**src/rtl/xcd_pkg.sv**
```systemverilog
// Shared constants and types for the XOR-checked command deframer.
// No dependencies; xcd_in_reg, xcd_parser, xcd_out_reg and the top level import this package.
package xcd_pkg;

  localparam int unsigned MAX_FRAME = 64;   // bytes; frame closes on its own here
  localparam int unsigned MIN_FRAME = 7;    // shortest frame that yields a result
  localparam int unsigned COUNT_W   = 7;    // holds byte positions 0 .. MAX_FRAME-1

  localparam logic [7:0] START_MARK = 8'hAA;

  // Byte positions inside a frame
  localparam logic [COUNT_W-1:0] POS_START  = COUNT_W'(0);
  localparam logic [COUNT_W-1:0] POS_CMD    = COUNT_W'(1);
  localparam logic [COUNT_W-1:0] POS_LEN    = COUNT_W'(2);
  localparam logic [COUNT_W-1:0] POS_PAY_LO = COUNT_W'(3);
  localparam logic [COUNT_W-1:0] POS_PAY_HI = COUNT_W'(6);
  localparam logic [COUNT_W-1:0] POS_MIN_LAST = COUNT_W'(MIN_FRAME - 1);
  localparam logic [COUNT_W-1:0] POS_MAX_LAST = COUNT_W'(MAX_FRAME - 1);

  // frame_status codes
  localparam logic STATUS_OK       = 1'b0;
  localparam logic STATUS_CSUM_ERR = 1'b1;

  typedef struct packed {
    logic [7:0] rx_byte;
    logic       end_of_frame;
  } rx_item_t;

  typedef struct packed {
    logic        frame_status;
    logic [7:0]  command_code;
    logic [7:0]  length_byte;
    logic [31:0] payload_word;
    logic [7:0]  check_byte;
  } frame_result_t;

endpackage

```
**src/rtl/xcd_in_if.sv**
```systemverilog
// Byte request channel of the deframer: valid/ready plus one received byte.
// Depends on nothing.
interface xcd_in_if;
  logic       valid;
  logic       ready;
  logic [7:0] rx_byte;
  logic       end_of_frame;

  modport source (output valid, output rx_byte, output end_of_frame, input ready);
  modport sink   (input valid, input rx_byte, input end_of_frame, output ready);
endinterface

```
**src/rtl/xcd_out_if.sv**
```systemverilog
// Result channel of the deframer: valid/ready plus one decoded frame.
// Depends on nothing.
interface xcd_out_if;
  logic        valid;
  logic        ready;
  logic        frame_status;
  logic [7:0]  command_code;
  logic [7:0]  length_byte;
  logic [31:0] payload_word;
  logic [7:0]  check_byte;

  modport source (output valid, output frame_status, output command_code,
                  output length_byte, output payload_word, output check_byte,
                  input ready);
  modport sink   (input valid, input frame_status, input command_code,
                  input length_byte, input payload_word, input check_byte,
                  output ready);
endinterface

```
**src/rtl/xcd_in_reg.sv**
```systemverilog
// Input register of the deframer: holds one received byte until the parser
// consumes it. Depends on xcd_pkg.
module xcd_in_reg (
  input  logic              clk_i,
  input  logic              rst_ni,
  input  logic              valid_i,
  input  xcd_pkg::rx_item_t item_i,
  output logic              ready_o,
  output logic              item_valid_o,
  output xcd_pkg::rx_item_t item_o,
  input  logic              pop_i
);
  import xcd_pkg::*;

  logic     valid_q, valid_d;
  rx_item_t item_q;

  assign ready_o = !valid_q || pop_i;

  always_comb begin
    valid_d = valid_q;
    if (ready_o) begin
      valid_d = valid_i;
    end
  end

  always_ff @(posedge clk_i or negedge rst_ni) begin
    if (!rst_ni) begin
      valid_q <= 1'b0;
    end else begin
      valid_q <= valid_d;
    end
  end

  always_ff @(posedge clk_i) begin
    if (ready_o && valid_i) begin
      item_q <= item_i;
    end
  end

  assign item_valid_o = valid_q;
  assign item_o       = item_q;

endmodule

```
**src/rtl/xcd_parser.sv**
```systemverilog
// Frame parser: per-byte position count, start check, running XOR and held
// header fields; forms the result when a frame closes. Depends on xcd_pkg.
module xcd_parser (
  input  logic                   clk_i,
  input  logic                   rst_ni,
  input  logic                   item_valid_i,
  input  xcd_pkg::rx_item_t      item_i,
  output logic                   pop_o,
  input  logic                   out_free_i,
  output logic                   push_o,
  output xcd_pkg::frame_result_t result_o
);
  import xcd_pkg::*;

  logic [COUNT_W-1:0] count_q, count_d;
  logic               start_q, start_d;
  logic [7:0]         xor_q, xor_d;
  logic [7:0]         cmd_q, len_q;
  logic [31:0]        pay_q;

  logic [7:0]         b;
  logic [7:0]         cmd_cur, len_cur;
  logic [31:0]        pay_cur;
  logic [COUNT_W-1:0] lane_w;
  logic [1:0]         lane;
  logic               closing;
  logic               res_valid;

  assign b      = item_i.rx_byte;
  assign lane_w = count_q - POS_PAY_LO;
  assign lane   = lane_w[1:0];

  // Header fields as they stand after the current byte
  always_comb begin
    cmd_cur = cmd_q;
    len_cur = len_q;
    pay_cur = pay_q;
    if (count_q == POS_CMD) begin
      cmd_cur = b;
    end
    if (count_q == POS_LEN) begin
      len_cur = b;
    end
    if (count_q >= POS_PAY_LO && count_q <= POS_PAY_HI) begin
      pay_cur[{lane, 3'b000} +: 8] = b;
    end
  end

  assign closing   = item_i.end_of_frame || (count_q >= POS_MAX_LAST);
  assign res_valid = closing && (count_q >= POS_MIN_LAST) && start_q;

  // Hold the byte back only when it makes a result and the output is full
  assign pop_o  = item_valid_i && (!res_valid || out_free_i);
  assign push_o = pop_o && res_valid;

  assign result_o.frame_status = (xor_q != b) ? STATUS_CSUM_ERR : STATUS_OK;
  assign result_o.command_code = cmd_cur;
  assign result_o.length_byte  = len_cur;
  assign result_o.payload_word = pay_cur;
  assign result_o.check_byte   = b;

  always_comb begin
    count_d = count_q;
    start_d = start_q;
    xor_d   = xor_q;
    if (pop_o) begin
      if (closing) begin
        count_d = '0;
        start_d = 1'b0;
        xor_d   = '0;
      end else begin
        count_d = count_q + COUNT_W'(1);
        if (count_q == POS_START) begin
          start_d = (b == START_MARK);
        end else begin
          xor_d = xor_q ^ b;   // byte 0 is left out of the checksum
        end
      end
    end
  end

  always_ff @(posedge clk_i or negedge rst_ni) begin
    if (!rst_ni) begin
      count_q <= '0;
      start_q <= 1'b0;
      xor_q   <= '0;
    end else begin
      count_q <= count_d;
      start_q <= start_d;
      xor_q   <= xor_d;
    end
  end

  // Every header lane is rewritten before a frame can produce a result
  always_ff @(posedge clk_i) begin
    if (pop_o) begin
      cmd_q <= cmd_cur;
      len_q <= len_cur;
      pay_q <= pay_cur;
    end
  end

endmodule

```
**src/rtl/xcd_out_reg.sv**
```systemverilog
// Result register: holds one decoded frame until the receiver takes it.
// Depends on xcd_pkg.
module xcd_out_reg (
  input  logic                   clk_i,
  input  logic                   rst_ni,
  input  logic                   push_i,
  input  xcd_pkg::frame_result_t result_i,
  output logic                   free_o,
  output logic                   valid_o,
  output xcd_pkg::frame_result_t result_o,
  input  logic                   ready_i
);
  import xcd_pkg::*;

  logic          valid_q, valid_d;
  frame_result_t result_q;

  assign free_o = !valid_q || ready_i;

  always_comb begin
    valid_d = valid_q;
    if (free_o) begin
      valid_d = push_i;
    end
  end

  always_ff @(posedge clk_i or negedge rst_ni) begin
    if (!rst_ni) begin
      valid_q <= 1'b0;
    end else begin
      valid_q <= valid_d;
    end
  end

  always_ff @(posedge clk_i) begin
    if (push_i && free_o) begin
      result_q <= result_i;
    end
  end

  assign valid_o  = valid_q;
  assign result_o = result_q;

endmodule

```
**src/rtl/xor_checked_command_deframer.sv**
```systemverilog
// XOR-checked command deframer, top level.
// Depends on xcd_pkg, xcd_in_if, xcd_out_if, xcd_in_reg, xcd_parser, xcd_out_reg.
//
// Usage:
//   in_i  : one received byte per request; end_of_frame marks the last byte
//           of a frame. A frame also closes by itself at its MAX_FRAME-th byte.
//   res_o : one request per frame that is at least 7 bytes long and starts
//           with 0xAA: command, length, payload bytes 3..6, check byte, and
//           frame_status (ok, or checksum error when the last byte differs
//           from the XOR of bytes 1 .. n-2). Other frames are dropped.
// Path: the closing byte is registered in the input register; the parser forms
//   the result from it combinationally, and the result register loads it when
//   it is free or being taken.
// Throughput: one byte per cycle while no result is held back by res_o; the
//   per-byte update in the parser (count, XOR, header capture) sets it.
// Reset: clears the frame position, start flag, running XOR and both
//   valid flags; the next byte starts a new frame.
// Stall on res_o: the waiting result holds. Bytes that close no frame keep
//   flowing; a byte that would make a second result waits in the input
//   register, and in_i.ready drops until the result is taken.
module xor_checked_command_deframer (
  input  logic  clk_i,
  input  logic  rst_ni,
  xcd_in_if.sink    in_i,
  xcd_out_if.source res_o
);
  import xcd_pkg::*;

  rx_item_t      in_item;
  rx_item_t      item;
  logic          item_valid;
  logic          pop;
  logic          push;
  logic          out_free;
  logic          in_ready;
  frame_result_t result_d;
  frame_result_t result_q;

  assign in_item.rx_byte      = in_i.rx_byte;
  assign in_item.end_of_frame = in_i.end_of_frame;
  assign in_i.ready           = in_ready;

  xcd_in_reg u_in_reg (
    .clk_i,
    .rst_ni,
    .valid_i      (in_i.valid),
    .item_i       (in_item),
    .ready_o      (in_ready),
    .item_valid_o (item_valid),
    .item_o       (item),
    .pop_i        (pop)
  );

  xcd_parser u_parser (
    .clk_i,
    .rst_ni,
    .item_valid_i (item_valid),
    .item_i       (item),
    .pop_o        (pop),
    .out_free_i   (out_free),
    .push_o       (push),
    .result_o     (result_d)
  );

  xcd_out_reg u_out_reg (
    .clk_i,
    .rst_ni,
    .push_i   (push),
    .result_i (result_d),
    .free_o   (out_free),
    .valid_o  (res_o.valid),
    .result_o (result_q),
    .ready_i  (res_o.ready)
  );

  assign res_o.frame_status = result_q.frame_status;
  assign res_o.command_code = result_q.command_code;
  assign res_o.length_byte  = result_q.length_byte;
  assign res_o.payload_word = result_q.payload_word;
  assign res_o.check_byte   = result_q.check_byte;

  // A result is never written over one that is still waiting
  assert property (@(posedge clk_i) disable iff (!rst_ni)
    push |-> (!res_o.valid || res_o.ready))
    else $error("result pushed into a full, stalled result register");

  // Parser consumes only bytes that are really held
  assert property (@(posedge clk_i) disable iff (!rst_ni)
    pop |-> item_valid)
    else $error("parser consumed an empty input register");

  // A held byte the parser cannot take must block the byte channel
  assert property (@(posedge clk_i) disable iff (!rst_ni)
    (item_valid && !pop) |-> !in_i.ready)
    else $error("input accepted while the input register is blocked");

  // A pushed result shows up as valid on the next cycle
  assert property (@(posedge clk_i) disable iff (!rst_ni)
    push |=> res_o.valid)
    else $error("pushed result did not appear on the result channel");

endmodule
```
**src/flat_wrapper.sv**
```systemverilog
// flat-port wrapper written by rule: the top's interface ports become plain ports
module xor_checked_command_deframer_flat import xcd_pkg::*;
  (clk_i, rst_ni, in_i_valid, in_i_rx_byte, in_i_end_of_frame, in_i_ready, res_o_valid, res_o_frame_status, res_o_command_code, res_o_length_byte, res_o_payload_word, res_o_check_byte, res_o_ready);
  xcd_in_if in_i_i ();
  xcd_out_if res_o_i ();
  input  logic clk_i;
  input  logic rst_ni;
  input wire logic [$bits(in_i_i.valid)-1:0] in_i_valid;
  input wire logic [$bits(in_i_i.rx_byte)-1:0] in_i_rx_byte;
  input wire logic [$bits(in_i_i.end_of_frame)-1:0] in_i_end_of_frame;
  output wire logic [$bits(in_i_i.ready)-1:0] in_i_ready;
  output wire logic [$bits(res_o_i.valid)-1:0] res_o_valid;
  output wire logic [$bits(res_o_i.frame_status)-1:0] res_o_frame_status;
  output wire logic [$bits(res_o_i.command_code)-1:0] res_o_command_code;
  output wire logic [$bits(res_o_i.length_byte)-1:0] res_o_length_byte;
  output wire logic [$bits(res_o_i.payload_word)-1:0] res_o_payload_word;
  output wire logic [$bits(res_o_i.check_byte)-1:0] res_o_check_byte;
  input wire logic [$bits(res_o_i.ready)-1:0] res_o_ready;
  assign in_i_i.valid = in_i_valid;
  assign in_i_i.rx_byte = in_i_rx_byte;
  assign in_i_i.end_of_frame = in_i_end_of_frame;
  assign in_i_ready = in_i_i.ready;
  assign res_o_valid = res_o_i.valid;
  assign res_o_frame_status = res_o_i.frame_status;
  assign res_o_command_code = res_o_i.command_code;
  assign res_o_length_byte = res_o_i.length_byte;
  assign res_o_payload_word = res_o_i.payload_word;
  assign res_o_check_byte = res_o_i.check_byte;
  assign res_o_i.ready = res_o_ready;
  xor_checked_command_deframer u_core (.clk_i(clk_i), .rst_ni(rst_ni), .in_i(in_i_i), .res_o(res_o_i));
endmodule
```
**config.mk**
```make
export PLATFORM = sky130hd
export DESIGN_NAME = xor_checked_command_deframer_flat
export DESIGN_NICKNAME = d
export VERILOG_FILES = /design/src/rtl/xcd_pkg.sv /design/src/rtl/xcd_in_if.sv /design/src/rtl/xcd_out_if.sv /design/src/rtl/xcd_in_reg.sv /design/src/rtl/xcd_parser.sv /design/src/rtl/xcd_out_reg.sv /design/src/rtl/xor_checked_command_deframer.sv /design/src/flat_wrapper.sv
export SDC_FILE = /design/constraint.sdc
export NUM_CORES = 1
export LEC_CHECK = 0
export BUFFER_PORTS_ARGS = -buffer_cell sky130_fd_sc_hd__clkbuf_2
export CAP_MARGIN = 20
export CORE_UTILIZATION = 55
export CTS_CLUSTER_SIZE = 24
export DETAILED_ROUTE_END_ITERATION = 8
export PLACE_DENSITY_LB_ADDON = 0.2
export SKIP_CTS_REPAIR_TIMING = 1
export SYNTH_ARGS = -nofsm -noshare
export SYNTH_HDL_FRONTEND = slang
export SYNTH_SLANG_ARGS = --single-unit
```
**constraint.sdc**
```tcl
create_clock -name clk_i -period 10.35 [get_ports clk_i]
set_input_delay 0.5175 -clock clk_i [delete_from_list [all_inputs] [get_ports clk_i]]
set_output_delay 0.5175 -clock clk_i [all_outputs]
set_load 0.005 [all_outputs]
```
==> metrics <==
DIE HEIGHT ~100 um; buffer depth of the longest clock path 2; Die ar. ~0.01 mm^2; placer congestion estimate 0.827; initial antenna violation count 0; setup_tns 0 ns; Worst Skew 0.00990 ns; Detail Placement HPWL 6.16 mm; H-tree level count 4; min Tclk post-route 3.77 ns; Tot Pwr between 0.001 and 0.0015 W; Critical Path, Cell by Cell ha_1, a21oi_2, o21ai_2, a41o_1, clkinv_2, and2_2, buf_4; library cells used by synthesis 40; max-cap violations 0; Pleak 2.49 nW; type of the worst min-delay path input pin to register; Synth Instances 343; Vias 3163; WS Path Type register to register; Area Overhead vs Synth 20.6%; Fin. Hold Viols 0; clock sink total 132; Cell Rows 35; largest family of logic cells by synthesized area simple AND/OR/NAND/NOR gates; initial core utilization 56.8%; Final Cycle Share 36.4%; CTS root buffer clkbuf_8; port buffer count a little over 70; status finished, final reports clean; Die Wd 99.9 um; Seq/Total Area, Yosys about 73%; pwr dens 215 mW/mm^2; n_diodes 0; clk slew on worst S/H paths ~0.060 ns; synthesis-stage register bit count between 100 and 150; CP Data Required Time 10.52 ns; Worst slew margin about two fifths; largest net degree at the start of global routing 58; crit-path max cell delay 0.75 ns; Post-Synth Simple-Gate Area 10.7%; first-pass GRT wire length 16.2 mm; Synth Area in Compound Gates 8.26%; clock latency on the worst-skew pair 0.52 ns; Final Routed Wirelength between 10 and 15 mm; Final ANT Viol Nets 0; worst path bufs/invs 2; fin area 0.00636 mm^2; FILL cells 690; total CTS buffers 17; post-synthesis cell area approximately 0.0053 mm^2; Slew @ Worst Pin between 0.8 and 0.9 ns; # setup viols final 0; Max Transition Viols Final 0; CP arrival 3.94 ns; xor/xnor share of the synthesized area 1.33%; FF-to-FF setup slack approximately 6.6 ns; post-synthesis mux area share 3.42%; startpoint types register; Top delay family on crit path buffers and inverters; layout cells sized above 1 29.3%; Top Ports 72; DRC violations left 0; critical-path maximum fanout 57; Placed Area 0.00574 mm^2; RSZ-0062 raised after global routing false; fmax 266 MHz; WL/cell 17.7 um; synthesized area per cell roughly 15 um^2; net count after synthesis 361; core area approximately 0.0093 mm^2; CTS tree done; DR vias/cell 5.56; slowest CP cell clkinv_2; nets 445; 1st-iter DRT viols 210; 1st-pass router iterations 5; vias in the first global route 3019; Total GRT Usage 22.3%; global route overflow 0; Adder-Cell Fraction of Synth Area 1.19%; crit path capture type register; Peak VDD IR 0.000134 V; Synth warnings 0
[synth_stat cells]
library cell	instances	area, um^2
a211o_1	8	70.1
a211oi_4	1	20.0
a21o_1	1	7.51
a21oi_1	2	10.0
a21oi_2	1	8.76
a41o_1	1	10.0
a41oi_1	1	8.76
and2_1	3	18.8
and3_1	2	12.5
and3b_1	1	8.76
buf_1	1	3.75
buf_2	2	10.0
buf_6	3	33.8
clkbuf_1	1	3.75
clkbuf_2	1	5.00
clkinv_2	1	5.00
dfrtp_1	18	450
edfxtp_1	114	3420
ha_1	5	62.6
inv_1	6	22.5
mux2_2	16	180
nand2_1	53	199
nand2_2	3	18.8
nand2b_1	10	62.6
nand3_1	4	20.0
nand4_1	2	12.5
nor2_1	3	11.3
nor2b_1	3	18.8
nor3_1	1	5.00
nor3b_1	17	128
nor4_1	3	18.8
nor4bb_1	2	20.0
o21ai_0	12	60.1
o21ai_1	3	15.0
o21ai_2	1	8.76
o311ai_0	1	8.76
o31ai_1	26	195
o31ai_2	1	12.5
or4_4	1	11.3
xor2_1	8	70.1
[cells in the final DEF, fill, tap and decap left out, types with 2 or more instances in the layout]
cell type	n
nand4_1	2
nand2b_1	10
a211o_1	8
nor3b_1	17
clkbuf_8	2
o21ai_0	12
dfrtp_1	18
nand2_1	53
o31ai_1	26
nor4bb_1	2
nor4_1	3
inv_1	6
ha_1	5
nand2_2	3
o21ai_1	3
xor2_1	8
and3_1	2
nor2b_1	3
inv_6	3
edfxtp_1	114
clkbuf_16	16
nand3_1	4
clkbuf_2	71
mux2_2	16
and2_1	2
bufinv_16	3
a21oi_1	2
nor2_1	3
clkinvlp_4	5
[sequential cells by signal, indices dropped and copies added, names as in the netlist]
register / flops
u_core.u_in_reg.item_valid_o: 1
u_core.u_parser.start_q: 1
u_core.u_parser.count_q: 7
u_core.u_out_reg.result_o: 57
u_core.u_in_reg.item_o: 9
u_core.u_parser.pay_q: 32
u_core.u_parser.xor_q: 8
u_core.u_parser.len_q: 8
u_core.u_out_reg.valid_o: 1
u_core.u_parser.cmd_q: 8
[where the power goes]
part | internal [W] | switching (W)
Combinational | 0.0000442 | 0.0000712
Sequential | 0.000623 | 0.0000240
Clock | 0.000377 | 0.000228
Total | 0.00104 | 0.000323
[metrics by stage]
| step | cells | hold WS (ns) | util (%) | setup slack [ns] |
|---|---|---|---|---|
| floorplan | 343 | 0.222 | - | 6.65 |
| global placement | 536 | 0.496 | 61.8 | 6.70 |
| detailed placement | 536 | 0.501 | 61.8 | 6.61 |
| CTS | 568 | -0.0543 | 68.4 | 6.59 |
| global route | 569 | 0.151 | 68.5 | 6.28 |
| finish | 569 | 0.179 | 68.5 | 6.58 |
[final cells by class]
type / instances / area [um^2] / area share (%)
well taps: 129 / 161 / 2.54
clock inverters: 13 / 174 / 2.74
repair buffers: 73 / 373 / 5.87
clock buffers: 19 / 432 / 6.79
flip-flops and latches: 132 / 3870 / 60.9
multi-input cells: 196 / 1320 / 20.7
inverters: 7 / 27.5 / 0.433
[cells by family (layout without fill, tap and decap cells)]
family / Yosys count / count (layout)
multiplexers: 16 / 16
buffers and inverters: 15 / 112
adder cells (fa/ha/maj): 5 / 5
flip-flops: 132 / 132
AO/OA/AOI/OAI: 59 / 59
AND/OR/NAND/NOR: 108 / 108
XOR/XNOR: 8 / 8
[final timing paths]
| path | start | end | depth (start not counted) |
|---|---|---|---|
| hold reg to reg | u_core.u_in_reg.item_valid_o$_DFFE_PN0P_ | u_core.u_out_reg.valid_o$_DFFE_PN0P_ | 1 |
| setup / recovery | u_core.u_parser.count_q[0]$_DFFE_PN0P_ | u_core.u_out_reg.result_o[43]$_DFFE_PP_ | 7 |
| hold / removal | in_i_rx_byte[5] | u_core.u_in_reg.item_o[6]$_DFFE_PP_ | 1 |
| setup reg to reg | u_core.u_parser.count_q[0]$_DFFE_PN0P_ | u_core.u_out_reg.result_o[43]$_DFFE_PP_ | 7 |
| max in group asynchronous | rst_ni | u_core.u_parser.count_q[4]$_DFFE_PN0P_ | 2 |
| min in group asynchronous | rst_ni | u_core.u_parser.xor_q[1]$_DFFE_PN0P_ | 2 |
[routing by layer]
metal | wire, um | up-vias | track usage [%]
met3 | 507 | 9 | 5.99
met4 | 108 | 0 | 8.60
met2 | 4760 | 106 | 33.3
li1 | - | 1486 | -
met1 | 4710 | 1562 | 31.5
met5 | 0 | - | 0
Power figures use the tool's default switching activity.
